[src/sdg_pkg.sv]
`timescale 1ns / 1ps

package sdg_pkg;

	localparam int OpW      = 3;
	localparam int ValW     = 32;
	localparam int InTdataW = 40;  // op + value, padded to bytes
	localparam int OutTdataW = 72; // 68 bits of result, padded to bytes
	localparam int CfgAddrW = 3;
	localparam int CfgDataW = 10;

	// serial divider operand widths: 60e6 needs 26 bits, 1023*256 fits in 18
	localparam int DivNumW = 26;
	localparam int DivDenW = 18;

	localparam logic [DivNumW-1:0] TicksPerMin = 26'd60000000;
	localparam logic [15:0]        SpeedMax    = 16'hFFFF;

	localparam logic [9:0] SprRst       = 10'd200;
	localparam logic [8:0] MsrRst       = 9'd50;
	localparam logic [7:0] RampStartRst = 8'd210;
	localparam logic [5:0] RampDivRst   = 6'd3;
	localparam logic [7:0] RampMinRst   = 8'd5;
	localparam logic [DivDenW-1:0] ProdRst = 18'd10000;

	typedef enum logic [2:0] {
		OP_TICK      = 3'd0,
		OP_MOVE_REL  = 3'd1,
		OP_MOVE_ABS  = 3'd2,
		OP_RUN       = 3'd3,
		OP_STOP      = 3'd4,
		OP_SET_POS   = 3'd5,
		OP_SET_SPEED = 3'd6,
		OP_RAMP      = 3'd7
	} op_t;

	typedef enum logic [1:0] {
		MODE_IDLE = 2'd0,
		MODE_MOVE = 2'd1,
		MODE_RUN  = 2'd2,
		MODE_RAMP = 2'd3
	} mode_t;

	typedef enum logic [2:0] {
		CFG_SPR       = 3'd0,
		CFG_MSR       = 3'd1,
		CFG_DIR_INV   = 3'd2,
		CFG_RAMP_START = 3'd3,
		CFG_RAMP_DIV  = 3'd4,
		CFG_RAMP_MIN  = 3'd5
	} cfg_idx_t;

	typedef enum logic [1:0] {
		DSEL_RAMP = 2'd0, // ramp_index / ramp_divisor
		DSEL_PRE  = 2'd1, // ticks per minute / microsteps per rev
		DSEL_SPD  = 2'd2  // previous quotient / new speed
	} div_sel_t;

	typedef struct packed {
		logic     capture;
		logic     exec;
		logic     move_apply;
		logic     ramp_chk;
		logic     div_start;
		div_sel_t div_sel;
		logic     spd_load;
		logic     out_load;
	} cmd_t;

	typedef struct packed {
		logic go_move;
		logic go_ramp;
		logic go_speed;
		logic div_done;
		logic out_free;
	} sts_t;

endpackage

[src/stepper_step_dir_generator_top.sv]
`timescale 1ns / 1ps

// Channel  Dir  Handshake          Payload
// s_*      in   s_tvalid/s_tready  s_tdata: op[2:0], value[34:3]
// m_*      out  m_tvalid/m_tready  m_tdata: step_pulse, dir_level, position,
//                                  remaining, busy_res, speed_error
// cfg_*    in   cfg_we             cfg_addr register index, cfg_wdata value
//
// Ticks and plain commands pass capture, execute and finish; moves add an apply step.
// A divider pass yields 26 quotient bits, one per cycle. A speed change takes two
// passes; a ramp start or step: one pass and a check, two more if it lowers speed.
// Reset loads the configuration and axis state at once; no clearing pass.
// A finished result waits in the output register while the next item is
// taken; only the following result waits for it to drain.
module stepper_step_dir_generator_top (
	input  logic        clk,
	input  logic        arst_n,
	input  logic        s_tvalid,
	output logic        s_tready,
	input  logic [39:0] s_tdata,   // op[2:0], value[34:3], zero[39:35]
	output logic        m_tvalid,
	input  logic        m_tready,
	output logic [71:0] m_tdata,   // step_pulse[0], dir_level[1], position[33:2],
	                               // remaining[65:34], busy_res[66], speed_error[67],
	                               // zero[71:68]
	input  logic        cfg_we,
	input  logic [2:0]  cfg_addr,
	input  logic [9:0]  cfg_wdata
);

	sdg_pkg::cmd_t cmd;
	sdg_pkg::sts_t sts;

	sdg_ctrl u_ctrl (
		.clk     (clk),
		.arst_n  (arst_n),
		.in_valid(s_tvalid),
		.in_ready(s_tready),
		.sts     (sts),
		.cmd     (cmd)
	);

	sdg_dp u_dp (
		.clk      (clk),
		.arst_n   (arst_n),
		.cmd      (cmd),
		.sts      (sts),
		.in_data  (s_tdata),
		.cfg_we   (cfg_we),
		.cfg_addr (cfg_addr),
		.cfg_wdata(cfg_wdata),
		.out_valid(m_tvalid),
		.out_ready(m_tready),
		.out_data (m_tdata)
	);

endmodule

[src/sdg_div.sv]
`timescale 1ns / 1ps

// restoring divider, one quotient bit per cycle; den must be nonzero
module sdg_div #(
	parameter int NumW = sdg_pkg::DivNumW,
	parameter int DenW = sdg_pkg::DivDenW
) (
	input  logic            clk,
	input  logic            arst_n,
	input  logic            start,
	input  logic [NumW-1:0] num,
	input  logic [DenW-1:0] den,
	output logic [NumW-1:0] quo,
	output logic            done
);

	localparam int CntW = $clog2(NumW);

	logic [DenW-1:0] rem_q;
	logic [DenW-1:0] den_q;
	logic [NumW-1:0] quo_q;
	logic [CntW-1:0] cnt_q;
	logic            busy_q;
	logic            done_q;

	logic [DenW:0]   trial;
	logic [DenW:0]   diff;
	logic            take;

	assign trial = {rem_q, quo_q[NumW-1]};
	assign diff  = trial - {1'b0, den_q};
	assign take  = trial >= {1'b0, den_q};

	always_ff @(posedge clk or negedge arst_n) begin
		if (!arst_n) begin
			busy_q <= 1'b0;
			done_q <= 1'b0;
			cnt_q  <= '0;
		end else begin
			done_q <= 1'b0;
			if (start) begin
				busy_q <= 1'b1;
				cnt_q  <= CntW'(NumW - 1);
			end else if (busy_q) begin
				if (cnt_q == '0) begin
					busy_q <= 1'b0;
					done_q <= 1'b1;
				end else begin
					cnt_q <= cnt_q - 1'b1;
				end
			end
		end
	end

	always_ff @(posedge clk) begin
		if (start) begin
			rem_q <= '0;
			den_q <= den;
			quo_q <= num;
		end else if (busy_q) begin
			rem_q <= take ? diff[DenW-1:0] : trial[DenW-1:0];
			quo_q <= {quo_q[NumW-2:0], take};
		end
	end

	assign quo  = quo_q;
	assign done = done_q;

endmodule

[src/sdg_dp.sv]
`timescale 1ns / 1ps

module sdg_dp (
	input  logic                               clk,
	input  logic                               arst_n,
	input  sdg_pkg::cmd_t                      cmd,
	output sdg_pkg::sts_t                      sts,
	input  logic [sdg_pkg::InTdataW-1:0]       in_data,
	input  logic                               cfg_we,
	input  logic [sdg_pkg::CfgAddrW-1:0]       cfg_addr,
	input  logic [sdg_pkg::CfgDataW-1:0]       cfg_wdata,
	output logic                               out_valid,
	input  logic                               out_ready,
	output logic [sdg_pkg::OutTdataW-1:0]      out_data
);

	localparam int NumW = sdg_pkg::DivNumW;
	localparam int DenW = sdg_pkg::DivDenW;

	// configuration
	logic [9:0] spr_q;
	logic [8:0] msr_q;
	logic       inv_q;
	logic [7:0] rstart_q;
	logic [5:0] rdiv_q;
	logic [7:0] rmin_q;
	logic [DenW-1:0] p_q;

	// axis state
	sdg_pkg::op_t   op_q;
	logic [31:0]    val_q;
	logic [31:0]    pos_q;
	logic [31:0]    steps_q;
	logic           dir_q;
	logic [15:0]    speed_q;
	logic [31:0]    interval_q;
	logic [31:0]    elapsed_q;
	sdg_pkg::mode_t mode_q;
	logic [7:0]     ridx_q;
	logic           pulse_q;
	logic           err_q;
	logic           out_valid_q;

	logic [32:0]    diff_q;
	logic [15:0]    new_spd_q;
	logic [sdg_pkg::OutTdataW-1:0] out_data_q;

	logic [18:0]     prod;
	logic [31:0]     e_inc;
	logic            fire;
	logic            ramp_end;
	logic            sval_pos;
	logic [15:0]     spd_sat;
	logic [7:0]      rpm_lo;
	logic [7:0]      rpm;
	logic [32:0]     diff_neg;
	logic [31:0]     mag;
	logic [32:0]     sub_b;
	logic            div_start;
	logic [NumW-1:0] div_num;
	logic [DenW-1:0] div_den;
	logic [NumW-1:0] div_quo;
	logic            div_done;

	assign prod = 19'(spr_q) * 19'(msr_q);

	assign e_inc    = (elapsed_q == '1) ? elapsed_q : elapsed_q + 32'd1;
	assign fire     = (mode_q != sdg_pkg::MODE_IDLE) && (speed_q != '0) && (e_inc >= interval_q);
	assign ramp_end = (speed_q < {8'd0, rmin_q}) || (ridx_q == '0);

	assign sval_pos = !val_q[31] && (val_q != '0);
	assign spd_sat  = (|val_q[30:16]) ? sdg_pkg::SpeedMax : val_q[15:0];

	// ramp quotient never exceeds 255
	assign rpm_lo = (div_quo[7:0] < rmin_q) ? rmin_q : div_quo[7:0];
	assign rpm    = (rpm_lo == '0) ? 8'd1 : rpm_lo;

	assign sub_b    = (op_q == sdg_pkg::OP_MOVE_ABS) ? {pos_q[31], pos_q} : '0;
	assign diff_neg = -diff_q;
	assign mag      = diff_q[32] ? diff_neg[31:0] : diff_q[31:0];

	assign sts.go_move  = (op_q == sdg_pkg::OP_MOVE_REL) || (op_q == sdg_pkg::OP_MOVE_ABS);
	assign sts.go_ramp  = ((op_q == sdg_pkg::OP_TICK) && fire && (mode_q == sdg_pkg::MODE_RAMP)
	                       && !ramp_end)
	                   || ((op_q == sdg_pkg::OP_RAMP) && (speed_q != '0) && (rstart_q != '0));
	assign sts.go_speed = cmd.ramp_chk ? (speed_q > {8'd0, rpm})
	                    : ((op_q == sdg_pkg::OP_SET_SPEED) && sval_pos && (spd_sat != speed_q));
	assign sts.div_done = div_done;
	assign sts.out_free = !out_valid_q || out_ready;

	always_comb begin
		div_start = cmd.div_start;
		case (cmd.div_sel)
			sdg_pkg::DSEL_RAMP: begin
				div_num = NumW'(ridx_q);
				div_den = (rdiv_q == '0) ? DenW'(1) : DenW'(rdiv_q);
			end
			sdg_pkg::DSEL_SPD: begin
				div_num = div_quo;
				div_den = DenW'(new_spd_q);
			end
			default: begin
				div_num = sdg_pkg::TicksPerMin;
				div_den = p_q;
			end
		endcase
	end

	sdg_div #(
		.NumW(NumW),
		.DenW(DenW)
	) u_div (
		.clk   (clk),
		.arst_n(arst_n),
		.start (div_start),
		.num   (div_num),
		.den   (div_den),
		.quo   (div_quo),
		.done  (div_done)
	);

	always_ff @(posedge clk or negedge arst_n) begin
		if (!arst_n) begin
			spr_q       <= sdg_pkg::SprRst;
			msr_q       <= sdg_pkg::MsrRst;
			inv_q       <= 1'b0;
			rstart_q    <= sdg_pkg::RampStartRst;
			rdiv_q      <= sdg_pkg::RampDivRst;
			rmin_q      <= sdg_pkg::RampMinRst;
			p_q         <= sdg_pkg::ProdRst;
			op_q        <= sdg_pkg::OP_TICK;
			val_q       <= '0;
			pos_q       <= '0;
			steps_q     <= '0;
			dir_q       <= 1'b0;
			speed_q     <= '0;
			interval_q  <= '1;
			elapsed_q   <= '1;
			mode_q      <= sdg_pkg::MODE_IDLE;
			ridx_q      <= '0;
			pulse_q     <= 1'b0;
			err_q       <= 1'b0;
			out_valid_q <= 1'b0;
		end else begin
			if (cfg_we) begin
				case (cfg_addr)
					sdg_pkg::CFG_SPR:        spr_q    <= cfg_wdata;
					sdg_pkg::CFG_MSR:        msr_q    <= cfg_wdata[8:0];
					sdg_pkg::CFG_DIR_INV:    inv_q    <= cfg_wdata[0];
					sdg_pkg::CFG_RAMP_START: rstart_q <= cfg_wdata[7:0];
					sdg_pkg::CFG_RAMP_DIV:   rdiv_q   <= cfg_wdata[5:0];
					sdg_pkg::CFG_RAMP_MIN:   rmin_q   <= cfg_wdata[7:0];
					default: ;
				endcase
			end
			// a zero product behaves as one
			p_q <= (prod == '0) ? DenW'(1) : prod[DenW-1:0];

			if (cmd.capture) begin
				op_q  <= sdg_pkg::op_t'(in_data[2:0]);
				val_q <= in_data[34:3];
			end

			if (cmd.exec) begin
				pulse_q <= 1'b0;
				err_q   <= 1'b0;
				case (op_q)
					sdg_pkg::OP_TICK: begin
						elapsed_q <= fire ? '0 : e_inc;
						if (fire) begin
							pulse_q <= 1'b1;
							pos_q   <= dir_q ? pos_q + 32'd1 : pos_q - 32'd1;
							if (steps_q != '0)
								steps_q <= steps_q - 32'd1;
							if (mode_q == sdg_pkg::MODE_MOVE && steps_q <= 32'd1)
								mode_q <= sdg_pkg::MODE_IDLE;
							if (mode_q == sdg_pkg::MODE_RAMP) begin
								if (ramp_end)
									mode_q <= sdg_pkg::MODE_IDLE;
								else
									ridx_q <= ridx_q - 8'd1;
							end
						end
					end
					sdg_pkg::OP_RUN: begin
						steps_q <= '0;
						dir_q   <= !val_q[31];
						mode_q  <= sdg_pkg::MODE_RUN;
					end
					sdg_pkg::OP_STOP: begin
						steps_q <= '0;
						mode_q  <= sdg_pkg::MODE_IDLE;
					end
					sdg_pkg::OP_SET_POS: pos_q <= val_q;
					sdg_pkg::OP_SET_SPEED: begin
						if (!sval_pos)
							err_q <= 1'b1;
					end
					sdg_pkg::OP_RAMP: begin
						if (speed_q == '0 || rstart_q == '0) begin
							mode_q <= sdg_pkg::MODE_IDLE;
						end else begin
							mode_q <= sdg_pkg::MODE_RAMP;
							ridx_q <= rstart_q - 8'd1;
						end
					end
					default: ; // moves finish in the next cycle
				endcase
			end

			if (cmd.move_apply) begin
				dir_q   <= !diff_q[32];
				steps_q <= mag;
				mode_q  <= (mag != '0) ? sdg_pkg::MODE_MOVE : sdg_pkg::MODE_IDLE;
			end

			if (cmd.spd_load) begin
				interval_q <= 32'(div_quo);
				speed_q    <= new_spd_q;
			end

			if (cmd.out_load)
				out_valid_q <= 1'b1;
			else if (out_ready)
				out_valid_q <= 1'b0;
		end
	end

	always_ff @(posedge clk) begin
		if (cmd.exec) begin
			diff_q    <= {val_q[31], val_q} - sub_b;
			new_spd_q <= spd_sat;
		end
		if (cmd.ramp_chk)
			new_spd_q <= 16'(rpm);
		if (cmd.out_load)
			out_data_q <= {4'd0, err_q, (mode_q != sdg_pkg::MODE_IDLE), steps_q, pos_q,
			               dir_q ^ inv_q, pulse_q};
	end

	assign out_valid = out_valid_q;
	assign out_data  = out_data_q;

	a_move_has_steps: assert property (@(posedge clk) disable iff (!arst_n)
		(mode_q == sdg_pkg::MODE_MOVE) |-> (steps_q != '0))
		else $error("counted move active with no steps left");

	a_speed_sticky: assert property (@(posedge clk) disable iff (!arst_n)
		(speed_q != '0) |=> (speed_q != '0))
		else $error("speed returned to zero");

	a_step_clears_timer: assert property (@(posedge clk) disable iff (!arst_n)
		(cmd.exec && op_q == sdg_pkg::OP_TICK && fire) |=> (elapsed_q == '0 && pulse_q))
		else $error("step issued without clearing the tick counter");

endmodule

[src/sdg_ctrl.sv]
`timescale 1ns / 1ps

module sdg_ctrl (
	input  logic          clk,
	input  logic          arst_n,
	input  logic          in_valid,
	output logic          in_ready,
	input  sdg_pkg::sts_t sts,
	output sdg_pkg::cmd_t cmd
);

	typedef enum logic [10:0] {
		ST_IDLE   = 11'b000_0000_0001,
		ST_EXEC   = 11'b000_0000_0010,
		ST_MOVE   = 11'b000_0000_0100,
		ST_RSTART = 11'b000_0000_1000,
		ST_RWAIT  = 11'b000_0001_0000,
		ST_RCHK   = 11'b000_0010_0000,
		ST_PSTART = 11'b000_0100_0000,
		ST_PWAIT  = 11'b000_1000_0000,
		ST_SSTART = 11'b001_0000_0000,
		ST_SWAIT  = 11'b010_0000_0000,
		ST_FIN    = 11'b100_0000_0000
	} state_t;

	state_t state_q;
	state_t state_d;

	assign in_ready = (state_q == ST_IDLE);

	always_comb begin
		state_d = state_q;
		cmd     = '0;
		case (state_q)
			ST_IDLE: begin
				if (in_valid) begin
					cmd.capture = 1'b1;
					state_d     = ST_EXEC;
				end
			end
			ST_EXEC: begin
				cmd.exec = 1'b1;
				if (sts.go_move)
					state_d = ST_MOVE;
				else if (sts.go_ramp)
					state_d = ST_RSTART;
				else if (sts.go_speed)
					state_d = ST_PSTART;
				else
					state_d = ST_FIN;
			end
			ST_MOVE: begin
				cmd.move_apply = 1'b1;
				state_d        = ST_FIN;
			end
			ST_RSTART: begin
				cmd.div_start = 1'b1;
				cmd.div_sel   = sdg_pkg::DSEL_RAMP;
				state_d       = ST_RWAIT;
			end
			ST_RWAIT: begin
				cmd.div_sel = sdg_pkg::DSEL_RAMP;
				if (sts.div_done)
					state_d = ST_RCHK;
			end
			ST_RCHK: begin
				cmd.ramp_chk = 1'b1;
				state_d      = sts.go_speed ? ST_PSTART : ST_FIN;
			end
			ST_PSTART: begin
				cmd.div_start = 1'b1;
				cmd.div_sel   = sdg_pkg::DSEL_PRE;
				state_d       = ST_PWAIT;
			end
			ST_PWAIT: begin
				cmd.div_sel = sdg_pkg::DSEL_PRE;
				if (sts.div_done)
					state_d = ST_SSTART;
			end
			ST_SSTART: begin
				cmd.div_start = 1'b1;
				cmd.div_sel   = sdg_pkg::DSEL_SPD;
				state_d       = ST_SWAIT;
			end
			ST_SWAIT: begin
				cmd.div_sel = sdg_pkg::DSEL_SPD;
				if (sts.div_done) begin
					cmd.spd_load = 1'b1;
					state_d      = ST_FIN;
				end
			end
			ST_FIN: begin
				if (sts.out_free) begin
					cmd.out_load = 1'b1;
					state_d      = ST_IDLE;
				end
			end
			default: state_d = ST_IDLE;
		endcase
	end

	always_ff @(posedge clk or negedge arst_n) begin
		if (!arst_n)
			state_q <= ST_IDLE;
		else
			state_q <= state_d;
	end

endmodule
[config.mk]
export PLATFORM = sky130hd
export DESIGN_NAME = stepper_step_dir_generator_top
export DESIGN_NICKNAME = d
export VERILOG_FILES = /design/src/sdg_pkg.sv /design/src/stepper_step_dir_generator_top.sv /design/src/sdg_div.sv /design/src/sdg_dp.sv /design/src/sdg_ctrl.sv
export SDC_FILE = /design/constraint.sdc
export NUM_CORES = 1
export LEC_CHECK = 0
export ABC_AREA = 1
export BUFFER_PORTS_ARGS = -buffer_cell sky130_fd_sc_hd__buf_2
export CAP_MARGIN = 20
export CELL_PAD_IN_SITES_DETAIL_PLACEMENT = 1
export CELL_PAD_IN_SITES_GLOBAL_PLACEMENT = 2
export CORE_AREA = 2 2 280 282
export CTS_CLUSTER_SIZE = 40
export DETAILED_ROUTE_END_ITERATION = 8
export DIE_AREA = 0 0 282 284
export GPL_TIMING_DRIVEN = 1
export PLACE_DENSITY = 0.85
export SLEW_MARGIN = 40
export SYNTH_ARGS = -nofsm -noshare
export SYNTH_HDL_FRONTEND = slang
export SYNTH_HIERARCHICAL = 1
export SYNTH_SLANG_ARGS = --single-unit
[constraint.sdc]
create_clock -name clk -period 21.3 [get_ports clk]
set_input_delay 4.26 -clock clk [delete_from_list [all_inputs] [get_ports clk]]
set_output_delay 4.26 -clock clk [all_outputs]
set_load 0.005 [all_outputs]
**Word level (Yosys, flattened, before mapping)**

Index checks and enable logic that the tools add are counted.

- $add $sub $neg: 10
- $mul: 1
- Div/mod/pow operators: 0
- $lt $le $gt $ge: 6
- Eq/ne operators: 41
- Shift operators: 0
- Multiplexer cells: 77
- Bitwise operators: 1
- Reduce and logical (&&, ||, !) cells: 65

Operator list:

| kind | count |
|---|---|
| $mux W32 | 9 |
| $pmux W32 S2 | 2 |
| $pmux W11 S11 | 1 |
| $reduce_bool A32 Y1 | 3 |
| $mux W11 | 8 |
| $add A32 B1 Y32 const B | 2 |
| $mux W8 | 8 |
| $sub A32 B1 Y32 const B | 2 |
| $mux W26 | 2 |
| $pmux W26 S2 | 1 |
| $mux W18 | 2 |
| $pmux W18 S2 | 1 |
| $mux W33 | 1 |
| $sub A33 B33 Y33 | 1 |
| $eq A32 B32 Y1 const B | 1 |
| $ge A32 B32 Y1 | 1 |
| $le A32 B1 Y1 const B | 1 |
| $neg A32 Y32 | 1 |
| $mux W1 | 27 |
| $logic_not A8 Y1 | 3 |
| $reduce_and A2 Y1 | 10 |
| $ge A19 B18 Y1 | 1 |
| $logic_not A19 Y1 | 1 |
| $mul A10 B9 Y19 | 1 |
| other kinds (55) | 111 |

- Register bits after elaboration: 450
- Bits in latches: 0
- RAM bits: 0
- ROM bits: 0
- Output and inout bits: 74
- Memories: 0

**Logic depth before layout (Yosys ltp)**

- Depth in word-level cells: 11
- Gate-level depth with buffers: 32
- Mapped depth without buffers: 32

**Cells and area by module**

The synthesis kept the hierarchy.

Modules (own cells, without submodules):

| module | times used | cells an instance | area each (µm²) | sequential area each (µm²) |
|---|---|---|---|---|
| sdg_dp | 1 | 3461 | 25846.0 | 9736.8 |
| sdg_div | 1 | 505 | 3971.3 | 1856.8 |
| sdg_ctrl | 1 | 120 | 825.8 | 276.5 |

**Worst setup path before layout**

OpenSTA, ideal clock, no wires.

- Kind: in2reg
- Start point: input m_tready
- End point: register u_dp.out_data_q (netlist bit u_dp/out_data[0]) (enable)
- Library setup time: 0.665 ns
- Arrival: 10.874 ns
- Required time: 20.635 ns
- Slack: 9.761 ns
- Stages: 4
- Buffers on the path: 0
- Cell sequence: inv_1 -> nand2_1 -> inv_1 -> nor4_1

RTL lines:

| element | RTL line | RTL |
|---|---|---|
| start: declaration | stepper_step_dir_generator_top.sv:22 | `input logic m_tready,` |
| end signal: assignment | sdg_dp.sv:237 | `out_data_q <= {4'd0, err_q, (mode_q != sdg_pkg::MODE_IDLE), steps_q, pos_q,` |
| end: declaration | sdg_dp.sv:46 | `logic [sdg_pkg::OutTdataW-1:0] out_data_q;` |

**Worst setup path after layout**

- Start point: register u_ctrl.state_q[5]
- End point: output s_tready

- Cells in the longest elaborated chain, start to end: 1

Ends and longest elaborated chain:

| element | RTL line | RTL |
|---|---|---|
| start: declaration | sdg_ctrl.sv:26 | `state_t state_q;` |
| start signal: assignment | sdg_ctrl.sv:106 | `state_q <= state_d;` |
| $eq A11 B1 Y1 | sdg_ctrl.sv:29 | `assign in_ready = (state_q == ST_IDLE);` |
| end: declaration | stepper_step_dir_generator_top.sv:19 | `output logic s_tready,` |

No other way between the ends.

==> flow_summary.toml <==
[worst_setup_path]
endpoint_kind = "output pin"
crit_fanout = 5
startpoint_type = "flip-flop"
cp_data_required_time_ps = 17040
worst-setup-path-type = "reg2out"
arrival_ps = 1810

[synthesis]
synthSimpleGateAreaFrac = 0.266
synth_edf_count = 153
synthAdderAreaFrac = 0.113
synth-xor-area-share = 0.0329
synth_compound_area_frac = 0.109
seq_area_frac_synth = 0.387
synth_top_area_frac = 0.156
synth_top_family_by_area = "simple AND/OR/NAND/NOR gates"
syn-cell-area_um2 = 30600
synthFlopType = "dfrtp_1"
yosysTopAreaCell = "nand2_1"
ys_warn_count = 6
synthCells = 4086
ys_ff_latch = 445
synthTopCellsByArea = "nand2_1, dfrtp_1, edfxtp_1"
avgSynthCellArea_um2 = 7.50
synth_cell_types = 62
synth.area.mux_share = 0.000735
ys_async_sr_fraction = 0.598

[sta]
timing.final.ws_setup_ps = 15230
period_needed_ps = 6070
relSlewSlack = 0.467
rsz0062_at_grt = "no"
tns_ps = 0
finClkSkew_ps = 21.3
worst_pin_slew_ps = 791
slew_violations = 0
timing.final.crit_share = 0.285
fmax_ghz = 0.165
finalSetupViolCount = 0
finalHoldViolations = 0

[clock_tree]
clock-sinks = 445
cts_tree = "yes"
cts_setup_buffers = 0
ctsHoldBuffers = 0
clock_latency_ps = 610
cts.clk_slew.worst_paths_ps = 60
cts_buffers = 54
cts-root-buf = "clkbuf_16"
clockBufferDepth = 3
htree_levels = 2
cts_resized = 0

[global_routing]
overflow = 0
grt_max_degree = 91
antenna_found_initial = 3
grt_pass1_vias = 27200
grt_usage = 0.233
grt_first_pass_wirelength_mm = 150

[die]
die_width_um = 282
rows = 102
die_h_um = 284
die_area_um2 = 80100
start_util = 0.398
coreArea_um2 = 77000
ios = 132

[layout]
final_common_cell = "nand2_1"
drive_gt1_frac = 0.0927
diodes = 0
final_nets = 4471
n_fill_cell = 9647
final_cell_mix = "nand2_1, inv_1, o21ai_0, nor2_1, dfrtp_1"
area_delta_synth_final_pct = 11.6

[placement]
port_buffers = 122
gp_congestion = 0.849
post-dp-hpwl_mm = 71.7
preCtsSetupSlack_ps = 14850

[detailed_routing]
vias = 26800
post_drt_wl_per_cell_um = 17.7
drtIter0Drc = 1440
dr.pass1.iters = 5
drt-total-wl_mm = 93.2
drc = 0
viasPerCell = 5.10
ant_nets = 0

[outcome]
status = "finished, final reports clean"

[run]
maxCapViolations = 0

[power_and_ir_drop]
leakage_nw = 16.7
p_per_area_nw_per_um2 = 131
ir_worst_vdd_mv = 0.0644

[hold_path]
hold_path_class = "reg2reg"
final cells by class:
class | count | area (µm²) | share of cell area
inverter | 601 | 2260 | 0.0660
multi-input combinational | 2926 | 16100 | 0.470
clock inverter | 31 | 373 | 0.0109
sequential | 445 | 11900 | 0.347
clock buffer | 71 | 1520 | 0.0444
timing repair buffer | 144 | 817 | 0.0239
tap | 1040 | 1300 | 0.0380
stage by stage:
step           std cells  hold WS, ps  power (mW)  cell area [µm²]   util
6_report            5258          465        4.48            34200  0.444
5_1_grt             5258          490        4.87            34200  0.444
4_1_cts             5257          469        4.52            34200  0.444
3_5_place_dp        5155          461        3.51            32300  0.419
3_3_place_gp        5155          448        3.45            32300  0.419
2_1_floorplan       4089          425        2.85            30700      -
synthesized netlist by cell type (79+ instances only):
cell      instances
a21oi_1         153
xor2_1           85
nand2_1        1270
o21ai_0         339
inv_1           589
dfrtp_1         187
ha_1            181
edfxtp_1        153
nor2_1          289
nand3_1         185
dfstp_2          79
clkbuf_1         79
power breakdown:
part	internal (mW)	total, mW	switching (mW)
registers	1.12	1.33	0.210
clock network	0.598	0.984	0.385
logic	0.731	2.17	1.43
registers in the layout, indices dropped and copies added, names as in the netlist, 18 cells and up:
name,flops
u_dp/u_div/quo,26
u_dp/out_data,68
u_dp/u_div/rem_q,18
u_dp/steps_q,32
u_dp/interval_q,27
u_dp/elapsed_q,32
u_dp/p_q,18
u_dp/u_div/den_q,18
u_dp/val_q,32
u_dp/pos_q,32
u_dp/diff_q,33
path summary, 6_finish.rpt:
| kind | start | end | slack (ps) | depth (start not counted) |
|---|---|---|---|---|
| max | u_ctrl/state_q[5] | s_tready | 15230 | 6 |
| min | u_dp/new_spd_q[13] | u_dp/speed_q[13] | 470 | 2 |
| max reg2reg | u_dp/elapsed_q[1] | u_dp/pos_q[9] | 16010 | 26 |
| min reg2reg | u_dp/new_spd_q[13] | u_dp/speed_q[13] | 470 | 2 |
| max in group asynchronous | arst_n | u_ctrl/state_q[4] | 16240 | 3 |
| min in group asynchronous | arst_n | u_dp/pos_q[26] | 3490 | 1 |
routing by layer:
metal  share of wire  wire, µm  vias up  GRT usage
li1                -         -    13300          -
met5               0         0        -          0
met4           0.018      1690        0     0.0479
met3           0.031      2850       82     0.0193
met2            0.45     42300      404      0.373
met1            0.50     46300    13100      0.344
worst max-delay path: stages (launching register included):
cell     delay (ps)
dfrtp_1         410
nor2_2          170
nand2_2         130
nor2_4          180
nand2_2         120
inv_1            80
buf_2           110
kinds of logic (layout without fill, tap and decap cells):
group,count (synthesis),count (layout)
and+or+nand+nor,1954,1954
buffers and inverters,718,847
AOI/OAI and AO/OA,610,610
DFF,445,445
adders and majority gates,241,241
xor gates and xnor gates,115,115
muxes,2,2
other,1,4
No activity file was read; power rests on OpenSTA's default activity.
